`config.mk`:
```
export PLATFORM = sky130hd
export DESIGN_NAME = ctxq_ctrl
export DESIGN_NICKNAME = d
export VERILOG_FILES = /design/src/design/ctxq_pkg.sv /design/src/design/ctxq_ctrl.sv
export SDC_FILE = /design/constraint.sdc
export NUM_CORES = 1
export LEC_CHECK = 0
export BUFFER_PORTS_ARGS = -buffer_cell sky130_fd_sc_hd__buf_2
export CAP_MARGIN = 20
export CORE_AREA = 2 2 39 41
export DETAILED_ROUTE_END_ITERATION = 7
export DIE_AREA = 0 0 41 43
export PLACE_DENSITY = 0.56
export SYNTH_ARGS = -nofsm -noshare
export SYNTH_HDL_FRONTEND = slang
export SYNTH_SLANG_ARGS = --single-unit
```
`constraint.sdc`:
```
create_clock -name clk -period 1.4 [get_ports clk]
set_clock_uncertainty 0.2 [all_clocks]
set_input_delay 0.14 -clock clk [delete_from_list [all_inputs] [get_ports clk]]
set_output_delay 0.14 -clock clk [all_outputs]
set_load 0.01 [all_outputs]
```
`src/design/ctxq_pkg.sv`:
```
`default_nettype none

package ctxq_pkg;

	localparam int QDEPTH = 64;
	localparam int PTR_W  = (QDEPTH > 1) ? $clog2(QDEPTH) : 1;
	localparam int CNT_W  = $clog2(QDEPTH + 1);

	localparam int MAX_LEN   = 8;
	localparam int BACKOFF_W = 17;

	// input actions
	localparam logic [1:0] ACT_PUSH  = 2'd0;
	localparam logic [1:0] ACT_TICK  = 2'd1;
	localparam logic [1:0] ACT_FLUSH = 2'd2;

	// link outcomes
	localparam logic [1:0] OUTC_SENT = 2'd0;
	localparam logic [1:0] OUTC_BUSY = 2'd1;

	// result status codes
	localparam logic [3:0] STAT_QUEUED   = 4'd0;
	localparam logic [3:0] STAT_NOT_OPEN = 4'd1;
	localparam logic [3:0] STAT_TOO_LONG = 4'd2;
	localparam logic [3:0] STAT_FULL     = 4'd3;
	localparam logic [3:0] STAT_IDLE     = 4'd4;
	localparam logic [3:0] STAT_BACKOFF  = 4'd5;
	localparam logic [3:0] STAT_SENT     = 4'd6;
	localparam logic [3:0] STAT_BUSY     = 4'd7;
	localparam logic [3:0] STAT_DROPPED  = 4'd8;
	localparam logic [3:0] STAT_FLUSHED  = 4'd9;

	// configuration register indexes
	localparam logic [1:0] REG_LINK_OPEN = 2'd0;
	localparam logic [1:0] REG_TICK_INTV = 2'd1;
	localparam logic [1:0] REG_BO_BASE   = 2'd2;
	localparam logic [1:0] REG_BO_MAXSH  = 2'd3;

	typedef struct packed {
		logic       push;
		logic       flush;
		logic       dec;
		logic       capture;
		logic       sent;
		logic       busy;
		logic       drop;
		logic       load;
		logic       present;
		logic [3:0] status;
	} cmd_t;

	typedef struct packed {
		logic       link_open;
		logic       full;
		logic       empty;
		logic       backoff_pend;
		logic       len_bad;
		logic [1:0] outcome;
	} stat_t;

endpackage

`default_nettype wire

```
`src/design/ctxq_ctrl.sv`:
```
`default_nettype none

module ctxq_ctrl (
	input  wire                clk,
	input  wire                arst_n,
	input  wire                in_valid,
	output logic               in_ready,
	output logic               out_valid,
	input  wire                out_ready,
	input  wire  [1:0]         action,
	input  ctxq_pkg::stat_t    stat,
	output ctxq_pkg::cmd_t     cmd
);
	import ctxq_pkg::*;

	localparam logic ST_IDLE = 1'b0;
	localparam logic ST_EXEC = 1'b1;

	logic state_q;
	logic state_d;
	logic out_valid_q;
	logic accept;

	assign in_ready  = (state_q == ST_IDLE) && (!out_valid_q || out_ready);
	assign accept    = in_valid && in_ready;
	assign out_valid = out_valid_q;

	always_comb begin
		cmd     = '0;
		cmd.status = STAT_IDLE;
		state_d = state_q;
		case (state_q)
			ST_IDLE: begin
				if (accept) begin
					case (action)
						ACT_PUSH: begin
							cmd.load = 1'b1;
							if (!stat.link_open) begin
								cmd.status = STAT_NOT_OPEN;
							end else if (stat.len_bad) begin
								cmd.status = STAT_TOO_LONG;
							end else if (stat.full) begin
								cmd.status = STAT_FULL;
							end else begin
								cmd.status = STAT_QUEUED;
								cmd.push   = 1'b1;
							end
						end
						ACT_TICK: begin
							if (!stat.link_open || stat.empty) begin
								cmd.load   = 1'b1;
								cmd.status = STAT_IDLE;
							end else if (stat.backoff_pend) begin
								cmd.load   = 1'b1;
								cmd.dec    = 1'b1;
								cmd.status = STAT_BACKOFF;
							end else begin
								// head frame read is registered, finish next cycle
								cmd.capture = 1'b1;
								state_d     = ST_EXEC;
							end
						end
						ACT_FLUSH: begin
							cmd.load   = 1'b1;
							cmd.flush  = 1'b1;
							cmd.status = STAT_FLUSHED;
						end
						default: begin
							cmd.load   = 1'b1;
							cmd.status = STAT_IDLE;
						end
					endcase
				end
			end
			ST_EXEC: begin
				cmd.load    = 1'b1;
				cmd.present = 1'b1;
				state_d     = ST_IDLE;
				case (stat.outcome)
					OUTC_SENT: begin
						cmd.sent   = 1'b1;
						cmd.status = STAT_SENT;
					end
					OUTC_BUSY: begin
						cmd.busy   = 1'b1;
						cmd.status = STAT_BUSY;
					end
					default: begin
						cmd.drop   = 1'b1;
						cmd.status = STAT_DROPPED;
					end
				endcase
			end
			default: begin
				state_d = ST_IDLE;
			end
		endcase
	end

	always_ff @(posedge clk or negedge arst_n) begin
		if (!arst_n) begin
			state_q     <= ST_IDLE;
			out_valid_q <= 1'b0;
		end else begin
			state_q <= state_d;
			if (cmd.load) begin
				out_valid_q <= 1'b1;
			end else if (out_ready) begin
				out_valid_q <= 1'b0;
			end
		end
	end

endmodule

`default_nettype wire

```
==> summary.txt <==
Slew headroom: 0.829
Clock power share: 0.459
Pre-CTS WS: -0.0859 ns
Largest net degree at the start of global routing: 9
Hold WC Path Type: primary input to flip-flop
Crit. End Element: output pin
Critical Path AT: 1.34 ns
Total core area: 1380 sq um
Final setup TNS: -2.47 ns
Final-report max-slew violation count: 0
Post-CTS Hold Buffers: 1
# rows: 14
CTS tree: done
IO Count: 28
Most frequent cells in the layout: buf_2, inv_1, buf_6
Total number of vias: 363
Max layer used: met3
Routed wl met3: 72 microns
HPWL Detailed: 674 microns
Drt drc: 0
Max_cap viols: 0
Logic gate share of total power: 0.340
Starting density of the core: 0.192
H-Tree Depth: 1
Wire length on met2: 408 microns
Multi-input gate area: 224 sq um
Die area: 1760 sq um
Status: complete, but fails checks
Sw Ratio: 0.302
Post-synthesis cell count: 34
Die X-Extent: 41 microns
Unrepaired setup endpoints after global routing: true
Reg power frac: 0.201
WL met1: 360 microns
GR Util All Layers: 0.0961
Clock buffer count from CTS: 3
DP Area: 460 sq um
Synth Area per Inst: 7.80 sq um
Power Density: 563 nW/um^2
CP Class: flip-flop to output pin
CP Launch Type: flip-flop
Hold Slack: -0.0831 ns
Setup ws final: -0.281 ns
Final number of hold-violating endpoints: 1
IO Port Bufs: 27
Max FO, Critical Path: 8
Int Pwr: 0.000219 W
Pre-antenna DRT Iters: 2
P&R area growth vs syn: 110%
Initial drt markers: 2
Failing checks: negative hold slack, negative setup slack
Vias per cell: 4.22
GRT Residual Overflow: 0
Worst path required time: 1.06 ns
Flops & latches, synth: 2
Placer congestion estimate: 0.607
Skew-Pair Late Insertion Delay: 0.23 ns
Leak: 0.325 nW
Filler cells: 146
FMAX: 0.595 GHz
Vias in the first global route: 303
Seq/Total Area, Yosys: 0.189
Minimum clock period: 1.68 ns
Die H: 43 microns
Mapped cell area: 265 sq um
Synth cell types: 22
Final instance area: 558 sq um
Setup Viol. Count Final: 12
Initial antenna violation count: 0
Clock sink count: 2
Layout cell share with drive strength beyond 1: 0.714
ANT cells: 0
Worst-Margin Slew: 0.254 ns
First-pass GRT wire length: 1210 microns
Mapped Nets: 47
Sw Pwr: 0.0000948 W
Clock Pin Slew Worst Setup and Hold Paths: 0.04 ns
Commonest non-fill, non-tap cell in the layout: buf_2
Period utilization: 1.20
Bufs on Longest Clock Path: 2
DRT antenna net count: 0
Root buffer cell: clkbuf_4
DR WL/cell: 9.77 microns
Yosys warning total: 0
Nets: 84
Maximum vdd drop: 0.193 mV
Register Area: 51.3 sq um
Detailed Route WL: 840 microns
==> stage by stage <==
stage	total power, W	instances	hold slack, ns	utilization
floorplan	0.000110	34	-0.356	-
global placement	0.000159	79	-0.273	0.333
detailed placement	0.000160	79	-0.274	0.333
CTS	0.000317	85	-0.0839	0.382
global route	0.000331	86	-0.0776	0.403
finish	0.000314	86	-0.0831	0.403
==> sequential cells by signal, summed over array words and instances, names as in the netlist <==
name and count:
out_valid 1, state_q 1
==> cell type report <==
type	count	area share
Sequential cell	2	0.0919
Tap cell	16	0.0359
Multi-Input combinational cell	24	0.401
Timing Repair Buffer	34	0.383
Inverter	6	0.0404
Clock buffer	4	0.0471
==> synthesized netlist by cell type <==
cell,count,share of area
nor2b_2,1,0.033
nor3_1,2,0.038
inv_1,6,0.085
nand2_1,2,0.028
or2b_1,1,0.028
a21oi_1,1,0.019
nand2_4,1,0.042
o21ai_0,1,0.019
nor2_1,4,0.057
o41ai_2,1,0.061
nor4_1,1,0.024
o22a_1,1,0.033
and4bb_2,1,0.047
nand3b_2,1,0.042
a21oi_4,1,0.061
o22ai_1,1,0.024
o21bai_1,1,0.028
dfrtp_1,2,0.19
o21a_1,1,0.028
nand2b_1,1,0.024
o41ai_1,1,0.033
buf_4,2,0.057
==> cell families after synthesis <==
group | after synthesis | share of synthesized area
simple gates | 15 | 0.363
compound gates | 9 | 0.307
buf+inv | 8 | 0.141
flops | 2 | 0.189
==> timing repair <==
item                                    CTS  global route
endpoints found under the setup margin   12            13
pin swaps                                 5             2
setup buffers                             1             1
hold endpoints to repair                  3             1
resized for setup                         6             5
==> worst paths after layout <==
check,cells after the start,from,slack (ns),endpoint
worst max register to register,3,state_q,0.24,state_q
worst min-delay path,2,stat[3],-0.08,state_q
worst min register to register,3,out_valid,0.45,state_q
max in group asynchronous,2,arst_n,0.86,out_valid
worst max-delay path,5,state_q,-0.28,cmd[2]
min in group asynchronous,2,arst_n,0.03,state_q
==> critical path, stage by stage (launching register included) <==
cell,delay [ns]
dfrtp_2,0.42
a21oi_4,0.15
nand2_4,0.11
buf_6,0.14
o21a_1,0.16
buf_2,0.13
==> layer usage <==
metal	global-route usage	vias to the layer above
met2	0.144	17
met3	0.0157	0
li1	-	190
met5	0	-
met4	0.0400	0
met1	0.131	156
==> power by group through the flow <==
stage	combinational [W]	sequential (W)	clock, W
after floorplan	0.0000448	0.0000651	0
after global placement	0.0000955	0.0000636	0
after detailed placement	0.0000961	0.0000637	0
after CTS	0.000105	0.0000630	0.000148
after global routing	0.000118	0.0000633	0.000150
final	0.000107	0.0000630	0.000144
(Power assumes the default switching activity.)
